File: src/design/mlf_pkg.sv
//------------------------------------------------------------------------------
// mlf_pkg
// Shared widths, constants and controller/datapath handshake types for the
// MAC learning forwarder.
//------------------------------------------------------------------------------
`default_nettype none

package mlf_pkg;

	localparam int MAC_W            = 48;
	localparam int PORT_W           = 4;
	localparam int CFG_W            = 4;
	localparam int NUM_PORTS_DEF    = 10;
	localparam int TABLE_DEPTH_DEF  = 64;

	localparam logic [MAC_W-1:0] BCAST_MAC        = {MAC_W{1'b1}};
	localparam logic [CFG_W-1:0] ACTIVE_PORTS_RST = CFG_W'(10);

	// controller -> datapath
	typedef struct packed {
		logic load;    // take the header item, restart the scan
		logic rd_en;   // read the next table entry
		logic commit;  // learn (if due) and load the result register
	} mlf_cmd_t;

	// datapath -> controller
	typedef struct packed {
		logic tbl_empty; // no entries stored
		logic rd_last;   // current read address is the last filled entry
		logic out_free;  // result register can take a new item this cycle
	} mlf_sts_t;

endpackage

`default_nettype wire

File: src/design/mlf_if.sv
//------------------------------------------------------------------------------
// mlf_if
// Valid/ready channels of the MAC learning forwarder: header in, result out,
// and the active-port configuration write.
//------------------------------------------------------------------------------
`default_nettype none

interface mlf_hdr_if;
	logic                           valid;
	logic                           ready;
	logic [mlf_pkg::MAC_W-1:0]      src_mac;
	logic [mlf_pkg::MAC_W-1:0]      dst_mac;
	logic [mlf_pkg::PORT_W-1:0]     in_port;

	modport source (output valid, src_mac, dst_mac, in_port, input ready);
	modport sink   (input valid, src_mac, dst_mac, in_port, output ready);
endinterface

interface mlf_fwd_if #(
	parameter int NUM_PORTS = mlf_pkg::NUM_PORTS_DEF
);
	logic                 valid;
	logic                 ready;
	logic [NUM_PORTS-1:0] port_mask;
	logic                 flooded;
	logic                 learned;
	logic                 learn_dropped;

	modport source (output valid, port_mask, flooded, learned, learn_dropped,
		input ready);
	modport sink   (input valid, port_mask, flooded, learned, learn_dropped,
		output ready);
endinterface

interface mlf_cfg_if;
	logic                       valid;
	logic                       ready;
	logic [mlf_pkg::CFG_W-1:0]  data;

	modport source (output valid, data, input ready);
	modport sink   (input valid, data, output ready);
endinterface

`default_nettype wire

File: src/design/mac_learning_forwarder.sv
//------------------------------------------------------------------------------
// mac_learning_forwarder
// Learning bridge: learns source MAC -> port into an append-only table and
// forwards each header to the learned port or floods to the active ports.
//
//  channel | dir | handshake     | payload
//  hdr     | in  | valid/ready   | src_mac[47:0], dst_mac[47:0], in_port[3:0]
//  fwd     | out | valid/ready   | port_mask[NUM_PORTS-1:0], flooded, learned,
//          |     |               | learn_dropped
//  cfg     | in  | valid/ready   | data[3:0] = active_ports (always ready)
//
//  Each item is matched against every stored entry, none when the table
//  is empty: the single table read port scans one entry per cycle,
//  matching source and destination together.
//  One item is in work at a time; a new header is taken once the previous
//  result is in the output register, which may wait on fwd.ready.
//  Reset clears the fill count and sets active_ports to 10; table contents
//  are left as they are and never read above the fill count.
//------------------------------------------------------------------------------
`default_nettype none

module mac_learning_forwarder #(
	parameter int NUM_PORTS   = mlf_pkg::NUM_PORTS_DEF,
	parameter int TABLE_DEPTH = mlf_pkg::TABLE_DEPTH_DEF
) (
	input  wire logic clk,
	input  wire logic arst_n,
	mlf_hdr_if.sink   hdr,
	mlf_fwd_if.source fwd,
	mlf_cfg_if.sink   cfg
);

	mlf_pkg::mlf_cmd_t cmd;
	mlf_pkg::mlf_sts_t sts;
	logic              in_ready;

	assign hdr.ready = in_ready;

	mlf_ctrl u_ctrl (
		.clk      (clk),
		.arst_n   (arst_n),
		.in_valid (hdr.valid),
		.in_ready (in_ready),
		.cmd      (cmd),
		.sts      (sts)
	);

	mlf_datapath #(
		.NUM_PORTS   (NUM_PORTS),
		.TABLE_DEPTH (TABLE_DEPTH)
	) u_datapath (
		.clk    (clk),
		.arst_n (arst_n),
		.hdr    (hdr),
		.fwd    (fwd),
		.cfg    (cfg),
		.cmd    (cmd),
		.sts    (sts)
	);

endmodule

`default_nettype wire

File: src/design/mlf_ctrl.sv
//------------------------------------------------------------------------------
// mlf_ctrl
// Sequencer: accept a header, scan the table once, resolve and hand off.
//------------------------------------------------------------------------------
`default_nettype none

module mlf_ctrl (
	input  wire logic              clk,
	input  wire logic              arst_n,
	input  wire logic              in_valid,
	output logic                   in_ready,
	output mlf_pkg::mlf_cmd_t      cmd,
	input  wire mlf_pkg::mlf_sts_t sts
);

	localparam logic [1:0] ST_IDLE    = 2'd0;
	localparam logic [1:0] ST_SCAN    = 2'd1;
	localparam logic [1:0] ST_DRAIN   = 2'd2;
	localparam logic [1:0] ST_RESOLVE = 2'd3;

	logic [1:0] state_q;
	logic [1:0] state_nxt;

	assign in_ready = (state_q == ST_IDLE);

	always_comb begin
		state_nxt  = state_q;
		cmd.load   = 1'b0;
		cmd.rd_en  = 1'b0;
		cmd.commit = 1'b0;
		case (state_q)
			ST_IDLE: begin
				if (in_valid) begin
					cmd.load  = 1'b1;
					state_nxt = sts.tbl_empty ? ST_RESOLVE : ST_SCAN;
				end
			end
			ST_SCAN: begin
				cmd.rd_en = 1'b1;
				if (sts.rd_last)
					state_nxt = ST_DRAIN;
			end
			// last read data is compared in this cycle
			ST_DRAIN: begin
				state_nxt = ST_RESOLVE;
			end
			ST_RESOLVE: begin
				// hold until the result register is free
				if (sts.out_free) begin
					cmd.commit = 1'b1;
					state_nxt  = ST_IDLE;
				end
			end
			default: begin
				state_nxt = ST_IDLE;
			end
		endcase
	end

	always_ff @(posedge clk or negedge arst_n) begin
		if (!arst_n)
			state_q <= ST_IDLE;
		else
			state_q <= state_nxt;
	end

endmodule

`default_nettype wire

File: src/design/mlf_datapath.sv
//------------------------------------------------------------------------------
// mlf_datapath
// Header registers, MAC table memory with registered read, match flags,
// learn/forward decision, result register and active-port register.
//------------------------------------------------------------------------------
`default_nettype none

module mlf_datapath #(
	parameter int NUM_PORTS   = mlf_pkg::NUM_PORTS_DEF,
	parameter int TABLE_DEPTH = mlf_pkg::TABLE_DEPTH_DEF
) (
	input  wire logic              clk,
	input  wire logic              arst_n,
	mlf_hdr_if.sink                hdr,
	mlf_fwd_if.source              fwd,
	mlf_cfg_if.sink                cfg,
	input  wire mlf_pkg::mlf_cmd_t cmd,
	output mlf_pkg::mlf_sts_t      sts
);

	localparam int IW = $clog2(TABLE_DEPTH);
	localparam int FW = $clog2(TABLE_DEPTH + 1);
	localparam int EW = mlf_pkg::MAC_W + mlf_pkg::PORT_W;

	// table memory: {mac, port}
	logic [EW-1:0] tbl_mem [TABLE_DEPTH];
	logic [EW-1:0] rdata_q;
	logic          rd_vld_q;

	logic [FW-1:0] fill_q;
	logic [IW-1:0] rd_idx_q;

	logic [mlf_pkg::MAC_W-1:0]  src_q;
	logic [mlf_pkg::MAC_W-1:0]  dst_q;
	logic [mlf_pkg::PORT_W-1:0] inp_q;

	logic                       src_hit_q;
	logic [mlf_pkg::PORT_W-1:0] src_port_q;
	logic                       dst_hit_q;
	logic [mlf_pkg::PORT_W-1:0] dst_port_q;

	logic [mlf_pkg::CFG_W-1:0]  active_ports_q;

	logic                       out_valid_q;
	logic [NUM_PORTS-1:0]       mask_q;
	logic                       flooded_q;
	logic                       learned_q;
	logic                       dropped_q;

	logic [mlf_pkg::MAC_W-1:0]  rd_mac;
	logic [mlf_pkg::PORT_W-1:0] rd_port;
	logic                       tbl_full;
	logic                       src_bcast;
	logic                       do_learn;
	logic                       do_drop;
	logic                       src_known;
	logic [mlf_pkg::PORT_W-1:0] src_port;
	logic                       dst_hit;
	logic [mlf_pkg::PORT_W-1:0] dst_port;
	logic [NUM_PORTS-1:0]       flood_mask;
	logic [NUM_PORTS-1:0]       src_bit;
	logic [NUM_PORTS-1:0]       dst_bit;
	logic [NUM_PORTS-1:0]       mask_nxt;

	assign rd_mac  = rdata_q[EW-1:mlf_pkg::PORT_W];
	assign rd_port = rdata_q[mlf_pkg::PORT_W-1:0];

	assign tbl_full  = (fill_q == FW'(TABLE_DEPTH));
	assign src_bcast = (src_q == mlf_pkg::BCAST_MAC);
	assign do_learn  = !src_hit_q && !src_bcast && !tbl_full;
	assign do_drop   = !src_hit_q && !src_bcast && tbl_full;
	assign src_known = src_hit_q || do_learn;
	assign src_port  = src_hit_q ? src_port_q : inp_q;
	// a source learned right now is also visible to the destination lookup
	assign dst_hit   = dst_hit_q || (do_learn && (dst_q == src_q));
	assign dst_port  = dst_hit_q ? dst_port_q : inp_q;

	always_comb begin
		for (int i = 0; i < NUM_PORTS; i++) begin
			flood_mask[i] = (i < 32'(active_ports_q));
			src_bit[i]    = (32'(src_port) == i);
			dst_bit[i]    = (32'(dst_port) == i);
		end
		if (dst_hit)
			mask_nxt = dst_bit;
		else if (src_known)
			mask_nxt = flood_mask & ~src_bit;
		else
			mask_nxt = flood_mask;
	end

	assign sts.tbl_empty = (fill_q == '0);
	assign sts.rd_last   = (FW'(rd_idx_q) == fill_q - FW'(1));
	assign sts.out_free  = !out_valid_q || fwd.ready;

	assign cfg.ready = 1'b1;

	assign fwd.valid         = out_valid_q;
	assign fwd.port_mask     = mask_q;
	assign fwd.flooded       = flooded_q;
	assign fwd.learned       = learned_q;
	assign fwd.learn_dropped = dropped_q;

	// memory: one write port, one registered read port
	always_ff @(posedge clk) begin
		if (cmd.commit && do_learn)
			tbl_mem[fill_q[IW-1:0]] <= {src_q, inp_q};
		if (cmd.rd_en)
			rdata_q <= tbl_mem[rd_idx_q];
	end

	// payload registers
	always_ff @(posedge clk) begin
		if (cmd.load) begin
			src_q <= hdr.src_mac;
			dst_q <= hdr.dst_mac;
			inp_q <= hdr.in_port;
		end
		if (cmd.rd_en || cmd.load)
			rd_idx_q <= cmd.load ? '0 : rd_idx_q + IW'(1);
		if (rd_vld_q && !src_hit_q && rd_mac == src_q)
			src_port_q <= rd_port;
		if (rd_vld_q && !dst_hit_q && rd_mac == dst_q)
			dst_port_q <= rd_port;
		if (cmd.commit) begin
			mask_q    <= mask_nxt;
			flooded_q <= !dst_hit;
			learned_q <= do_learn;
			dropped_q <= do_drop;
		end
	end

	always_ff @(posedge clk or negedge arst_n) begin
		if (!arst_n) begin
			fill_q         <= '0;
			rd_vld_q       <= 1'b0;
			src_hit_q      <= 1'b0;
			dst_hit_q      <= 1'b0;
			out_valid_q    <= 1'b0;
			active_ports_q <= mlf_pkg::ACTIVE_PORTS_RST;
		end else begin
			rd_vld_q <= cmd.rd_en;
			if (cmd.load) begin
				src_hit_q <= 1'b0;
				dst_hit_q <= 1'b0;
			end else if (rd_vld_q) begin
				if (rd_mac == src_q)
					src_hit_q <= 1'b1;
				// broadcast never hits
				if (rd_mac == dst_q && dst_q != mlf_pkg::BCAST_MAC)
					dst_hit_q <= 1'b1;
			end
			if (cmd.commit && do_learn)
				fill_q <= fill_q + FW'(1);
			if (cmd.commit)
				out_valid_q <= 1'b1;
			else if (fwd.ready)
				out_valid_q <= 1'b0;
			if (cfg.valid)
				active_ports_q <= cfg.data;
		end
	end

endmodule

`default_nettype wire

File: src/flat_wrapper.sv
// flat-port wrapper written by rule: the top's interface ports become plain ports
module mac_learning_forwarder_flat 
#(
	parameter int NUM_PORTS   = mlf_pkg::NUM_PORTS_DEF,
	parameter int TABLE_DEPTH = mlf_pkg::TABLE_DEPTH_DEF
)
  (clk, arst_n, hdr_valid, hdr_src_mac, hdr_dst_mac, hdr_in_port, hdr_ready, fwd_valid, fwd_port_mask, fwd_flooded, fwd_learned, fwd_learn_dropped, fwd_ready, cfg_valid, cfg_data, cfg_ready);
  mlf_hdr_if hdr_i ();
  mlf_fwd_if #(.NUM_PORTS(NUM_PORTS)) fwd_i ();
  mlf_cfg_if cfg_i ();
  input  wire logic clk;
  input  wire logic arst_n;
  input wire logic [$bits(hdr_i.valid)-1:0] hdr_valid;
  input wire logic [$bits(hdr_i.src_mac)-1:0] hdr_src_mac;
  input wire logic [$bits(hdr_i.dst_mac)-1:0] hdr_dst_mac;
  input wire logic [$bits(hdr_i.in_port)-1:0] hdr_in_port;
  output wire logic [$bits(hdr_i.ready)-1:0] hdr_ready;
  output wire logic [$bits(fwd_i.valid)-1:0] fwd_valid;
  output wire logic [$bits(fwd_i.port_mask)-1:0] fwd_port_mask;
  output wire logic [$bits(fwd_i.flooded)-1:0] fwd_flooded;
  output wire logic [$bits(fwd_i.learned)-1:0] fwd_learned;
  output wire logic [$bits(fwd_i.learn_dropped)-1:0] fwd_learn_dropped;
  input wire logic [$bits(fwd_i.ready)-1:0] fwd_ready;
  input wire logic [$bits(cfg_i.valid)-1:0] cfg_valid;
  input wire logic [$bits(cfg_i.data)-1:0] cfg_data;
  output wire logic [$bits(cfg_i.ready)-1:0] cfg_ready;
  assign hdr_i.valid = hdr_valid;
  assign hdr_i.src_mac = hdr_src_mac;
  assign hdr_i.dst_mac = hdr_dst_mac;
  assign hdr_i.in_port = hdr_in_port;
  assign hdr_ready = hdr_i.ready;
  assign fwd_valid = fwd_i.valid;
  assign fwd_port_mask = fwd_i.port_mask;
  assign fwd_flooded = fwd_i.flooded;
  assign fwd_learned = fwd_i.learned;
  assign fwd_learn_dropped = fwd_i.learn_dropped;
  assign fwd_i.ready = fwd_ready;
  assign cfg_i.valid = cfg_valid;
  assign cfg_i.data = cfg_data;
  assign cfg_ready = cfg_i.ready;
  mac_learning_forwarder #(.NUM_PORTS(NUM_PORTS), .TABLE_DEPTH(TABLE_DEPTH)) u_core (.clk(clk), .arst_n(arst_n), .hdr(hdr_i), .fwd(fwd_i), .cfg(cfg_i));
endmodule
File: config.mk
export PLATFORM = sky130hd
export DESIGN_NAME = mac_learning_forwarder_flat
export DESIGN_NICKNAME = d
export VERILOG_FILES = /design/src/design/mlf_pkg.sv /design/src/design/mlf_if.sv /design/src/design/mac_learning_forwarder.sv /design/src/design/mlf_ctrl.sv /design/src/design/mlf_datapath.sv /design/src/flat_wrapper.sv
export SDC_FILE = /design/constraint.sdc
export NUM_CORES = 2
export LEC_CHECK = 0
export BUFFER_PORTS_ARGS = -buffer_cell sky130_fd_sc_hd__buf_2
export CAP_MARGIN = 30
export CORE_MARGIN = 3
export CORE_UTILIZATION = 60
export CTS_BUF_LIST = sky130_fd_sc_hd__clkbuf_4 sky130_fd_sc_hd__clkbuf_8
export DETAILED_ROUTE_END_ITERATION = 8
export HOLD_SLACK_MARGIN = 0.08
export PLACE_DENSITY = 0.85
export REMOVE_ABC_BUFFERS = 1
export SETUP_SLACK_MARGIN = 0.2
export SKIP_LAST_GASP = 1
export SLEW_MARGIN = 5
export SYNTH_ARGS = -nofsm -noshare
export SYNTH_HDL_FRONTEND = slang
export SYNTH_SLANG_ARGS = --single-unit
File: constraint.sdc
create_clock -name clk -period 5.45 [get_ports clk]
set_input_delay 0 -clock clk [delete_from_list [all_inputs] [get_ports clk]]
set_output_delay 0 -clock clk [all_outputs]
set_load 0.03 [all_outputs]
==> Word level (Yosys, flattened, before mapping) <==
Memory sizes are Yosys's and may differ from the RTL's. A register that Yosys moved wholly into a read port is not among the register bits.
Index checks and enable logic that the tools add are counted.
{ "op_classes": {"bitwise": 2, "reduce_logical": 31, "magnitude_cmp": 10, "mux": 24, "add_sub_neg": 3, "n_eq_ne": 31} }
{ "op_table": {"columns": ["op", "n"], "rows": [
  ["$eq A48 B48 Y1", 3],
  ["$eq A48 B48 Y1 const B", 1],
  ["$ne A48 B48 Y1 const B", 1],
  ["$eq A4 B3 Y1 const B", 8],
  ["$mux W10", 2],
  ["$eq A4 B2 Y1 const B", 4],
  ["$eq A4 B4 Y1 const B", 4],
  ["$lt A3 B4 Y1 const A", 4],
  ["$mux W1", 15],
  ["$and A10 B10 Y10", 1],
  ["$logic_and A1 B1 Y1", 10],
  ["$not A10 Y10", 1],
  ["$eq A4 B1 Y1 const B", 2],
  ["$logic_not A4 Y1", 2],
  ["$lt A1 B4 Y1 const A", 2],
  ["$lt A2 B4 Y1 const A", 2],
  ["$lt A4 B4 Y1 const A", 2],
  ["$mux W2", 4],
  ["$mux W4", 2],
  ["$pmux W2 S4", 1],
  ["$reduce_bool A2 Y1", 4],
  ["$add A7 B1 Y7 const B", 1],
  ["$eq A6 B7 Y1", 1],
  ["$eq A7 B7 Y1 const B", 1],
  ["other kinds (12)", 23]
]} }
{ "totals": {"regBits": 144, "mem_count": 1, "output_inout_bits": 16, "ram_bits": 3328} }
{ "mem_list": {"columns": ["name", "words", "word_bits", "read_ports", "rd_clocked_by_memory_dff", "wr", "line", "text"], "rows": [
  ["u_core.u_datapath.tbl_mem", 64, 52, 1, 1, 1, "mlf_datapath.sv:26", "logic [EW-1:0] tbl_mem [TABLE_DEPTH];"]
]} }

==> Logic depth before layout (Yosys ltp) <==
{ "logic_depth": {"word_depth": 7, "mapped_depth": 10, "ltp_nobuf": 9} }

==> Worst setup path before layout <==
OpenSTA, ideal clock, no wires.
{ "synth_timing": {"path_type": "register -> register", "startpoint": "register u_core.u_datapath.src_q[45] (netlist bit)", "endpoint": "memory u_core.u_datapath.tbl_mem[60][0] (netlist bit), enable pin", "synth_period_minus_slack_ps": 4926, "arrival_time_ps": 4464, "setup_time_ps": 462, "setup_slack_ps": 524, "path_stages_with_launch": 8, "path_buffers": 1, "path_cell_list": "edfxtp_1 nand4_1 nor4_1 nand3_1 nand3_1 or4_1 buf_2 nor2_1"} }
{ "synth_via": {"elab_chain_cells": 7} }
{ "synth_rtl": {"columns": ["item", "line", "text"], "rows": [
  ["from (decl)", "mlf_datapath.sv:33", "logic [mlf_pkg::MAC_W-1:0] src_q;"],
  ["from (signal assigned)", "mlf_datapath.sv:115", "src_q <= hdr.src_mac;"],
  ["$eq A48 B48 Y1", "mlf_datapath.sv:69", "assign src_bcast = (src_q == mlf_pkg::BCAST_MAC);"],
  ["$logic_not A1 Y1", "mlf_datapath.sv:70", "assign do_learn = !src_hit_q && !src_bcast && !tbl_full;"],
  ["$logic_and A1 B1 Y1 (2 in a row)", "mlf_datapath.sv:70", null],
  ["$logic_and A1 B1 Y1", "mlf_datapath.sv:106", "if (cmd.commit && do_learn)"],
  ["$mux W1", "mlf_datapath.sv:106", null],
  ["$mux W1 (implied by the code)", "mlf_datapath.sv:107", "tbl_mem[fill_q[IW-1:0]] <= {src_q, inp_q};"],
  ["to (decl)", "mlf_datapath.sv:26", null]
]} }
Every way passes these cells.

==> impl_metrics.tcl <==
set metrics [dict create \
    outcome "finished, violations left" \
    violations "slew limit" \
    start_kind "register" \
    power_switching_share 0.331 \
    vias 73695 \
    worstPathArrival_ps 5260 \
    final_hold_viol_count 0 \
    fmax_mhz 222 \
    wl_per_cell_microns 44.3 \
    hold_path.class "primary input to register" \
    cts.clk_slew.worst_paths_ps 70 \
    yosysUniqueCellTypes 50 \
    clock_skew_ps 91.3 \
    netlist_instances 5518 \
    yosysTopAreaCell "edfxtp_1" \
    ant_nets 0 \
    drv_cap 0 \
    fin_nets 6558 \
    syn_avg_cell_area_sq_um 24.4 \
    synth_area_sq_um 135000 \
    grt_max_degree 110 \
    p_comb_frac 0.307 \
    grt.overflow.total 0 \
    cts_resized 0 \
    ys_warn_count 0 \
    power_density_nw_per_um2 509 \
    cts_buffers 550 \
    io_buffers 123 \
    r2r_setup_slack_ps 940 \
    cts_tree "built" \
    io_pins 125 \
    relSlewSlack -0.0690 \
    die_area_sq_um 230000 \
    maxSlewViolCount 1 \
    grt.total_usage 0.382 \
    dpl.hpwl_mm 244 \
    period_share 0.827 \
    root_buffer "clkbuf_8" \
    fin_ws_ps 942 \
    peakVddDrop_mv 0.413 \
    post-place-cells 8598 \
    ys_seq_area_frac 0.785 \
    core_sq_um 223000 \
    finalSetupViolations 0 \
    netlist.area_leader.share 0.782 \
    synth_edf_count 3507 \
    post-cts-setup-buffers 0 \
    cp-end-kind "register" \
    rsz0062_at_grt "false" \
    async_reset_ff_frac 0.00482 \
    clkPwrFrac 0.279 \
    via_per_inst 7.48 \
    route.detailed.drc 0 \
    path_class "register to register" \
    die_x_microns 480 \
    gp_congestion 0.990 \
    worst_slew_pin_slew_ps 1600 \
    routed_wl_mm 436 \
    place_ws_ps 1240 \
    final_cells 9856 \
    cts-htree-levels 6 \
    power_leakage_nw 48.6 \
    first_pass_iters 8 \
    seq_power_share 0.414 \
    cts.sinks 3524 \
    drtIter0Drc 14556 \
    drive_above_1_share 0.345 \
    critPathRequiredTime_ps 6200 \
    cts_buffer_depth 4 \
    cp_max_fo 16 \
    switchingPower_w 0.0261 \
    period_needed_ps 4510 \
    start_util 0.605 \
    clock_latency_ps 1130 \
    areaGrowthSynthToFinish_pct 15.1 \
    antenna_found_initial 73 \
    row_count 173 \
    p_int_w 0.0528 \
    grt_pass1_wl_mm 593 \
    ys_ff_latch 3524 \
    synth_ff_type "edfxtp_1" \
    die_y_microns 480 \
    grt_pass1_vias 72005 \
    yosys-top-cells-area "edfxtp_1 78%, mux4_2 17%, xnor2_1 0.72%, a22oi_1 0.58%, clkbuf_1 0.40%" \
]
-- Yosys cell counts, types with 25 or more instances --
cell type  count
nor2_1        96
nand4_1       51
nand2_1       69
buf_1         35
mux4_2      1040
nand3_1       25
edfxtp_1    3507
xnor2_1      111
buf_2         85
a22oi_1      104
inv_1         25
xor2_1        45
clkbuf_1     143
-- placed cells by master (no fill, tap or decap), types with 18 or more instances in the layout --
master | netlist | final
o21ai_0 | 18 | 18
nor2_1 | 96 | 31
edfxtp_1 | 3507 | 3507
mux4_2 | 1040 | 1040
nand4_1 | 51 | 51
nand2_1 | 69 | 69
clkinv_2 | 0 | 59
buf_2 | 85 | 123
a22oi_1 | 104 | 104
clkinvlp_4 | 0 | 19
buf_12 | 0 | 89
clkbuf_4 | 0 | 155
buf_4 | 13 | 171
nor4_1 | 23 | 23
clkinv_1 | 0 | 115
nand3_1 | 25 | 25
buf_16 | 0 | 23
xor2_1 | 45 | 45
diode_2 | 0 | 49
clkbuf_8 | 0 | 572
nor2_4 | 0 | 65
inv_1 | 25 | 25
xnor2_1 | 111 | 110
dlygate4sd3_1 | 0 | 243
-- sequential cells by signal (all words and copies together) (netlist names), 6 cells and up --
signal	cells
u_core.u_datapath.rdata_q	52
u_core.u_datapath.dst_q	48
u_core.u_datapath.fill_q	7
u_core.u_datapath.src_q	48
u_core.u_datapath.rd_idx_q	6
u_core.u_datapath.fwd.port_mask	10
u_core.u_datapath.tbl_mem	3328
-- layout make-up --
cell class	instances	area, sq um
inverter	25	93.8
clock buffer	727	9040
clock inverter	216	1340
antenna	49	123
multi-input combinational	1689	28200
timing repair buffer	651	6770
sequential	3524	106000
tap	2975	3720
fill	11740	67700
-- critical path, stage by stage, from the launching register on --
cell and delay (ps):
edfxtp_1 860, buf_12 290, buf_4 300, buf_4 360
mux4_2 420, mux4_2 500, a22oi_1 1060, nand2_1 320
-- routing by layer --
metal,wire (microns),share of wire,track usage
met2,201000,0.46,0.575
met3,63700,0.15,0.139
met1,122000,0.28,0.444
met4,48700,0.11,0.312
met5,397,0.00091,0.00331
-- logic make-up after synthesis --
| group | Yosys count | synth area share |
|---|---|---|
| mux | 1044 | 0.174 |
| other cells | 1 | 0.0000278 |
| flops | 3524 | 0.785 |
| buf+inv | 305 | 0.00987 |
| compound gates | 165 | 0.00881 |
| xor+xnor | 156 | 0.0101 |
| fa+ha+maj | 8 | 0.000743 |
| simple gates | 315 | 0.0114 |
-- repair_timing --
| action | in CTS | in global routing |
|---|---|---|
| setup endpoints to repair | 0 | 0 |
| hold buffers | 242 | 1 |
| hold endpoints to repair | 252 | 15 |
-- power by group through the flow --
stage / Clock (W) / Combinational, W / Sequential (W)
5_1_grt: 0.0230 / 0.0244 / 0.0326
3_3_place_gp: 0 / 0.0215 / 0.0331
4_1_cts: 0.0217 / 0.0228 / 0.0326
2_1_floorplan: 0 / 0.00947 / 0.0342
6_report: 0.0220 / 0.0242 / 0.0327
3_5_place_dp: 0 / 0.0224 / 0.0331
-- final timing paths --
path,start,to,depth (start not counted)
max reg2reg,u_core.u_datapath.rd_idx_q[1],u_core.u_datapath.rdata_q[43],7
min in group asynchronous,arst_n,u_core.u_datapath.active_ports_q[2],4
max in group asynchronous,arst_n,u_core.u_datapath.active_ports_q[1],5
min reg2reg,u_core.u_datapath.rdata_q[0],u_core.u_datapath.src_port_q[0],0
max,u_core.u_datapath.rd_idx_q[1],u_core.u_datapath.rdata_q[43],7
min,hdr_dst_mac[41],u_core.u_datapath.dst_q[41],3
-- per-stage QoR --
stage / hold slack, ps / instance area, sq um / utilization / TNS, ps / total power [W]
detailed placement: -16.5 / 142000 / 0.635 / 0 / 0.0556
global placement: -16.3 / 141000 / 0.632 / 0 / 0.0546
finish: 143 / 155000 / 0.696 / 0 / 0.0789
CTS: 80.7 / 154000 / 0.693 / 0 / 0.0770
global route: 131 / 155000 / 0.695 / 0 / 0.0801
floorplan: -296 / 133000 / - / -1703010 / 0.0437
Note: power is estimated with default switching activity, not from simulation.
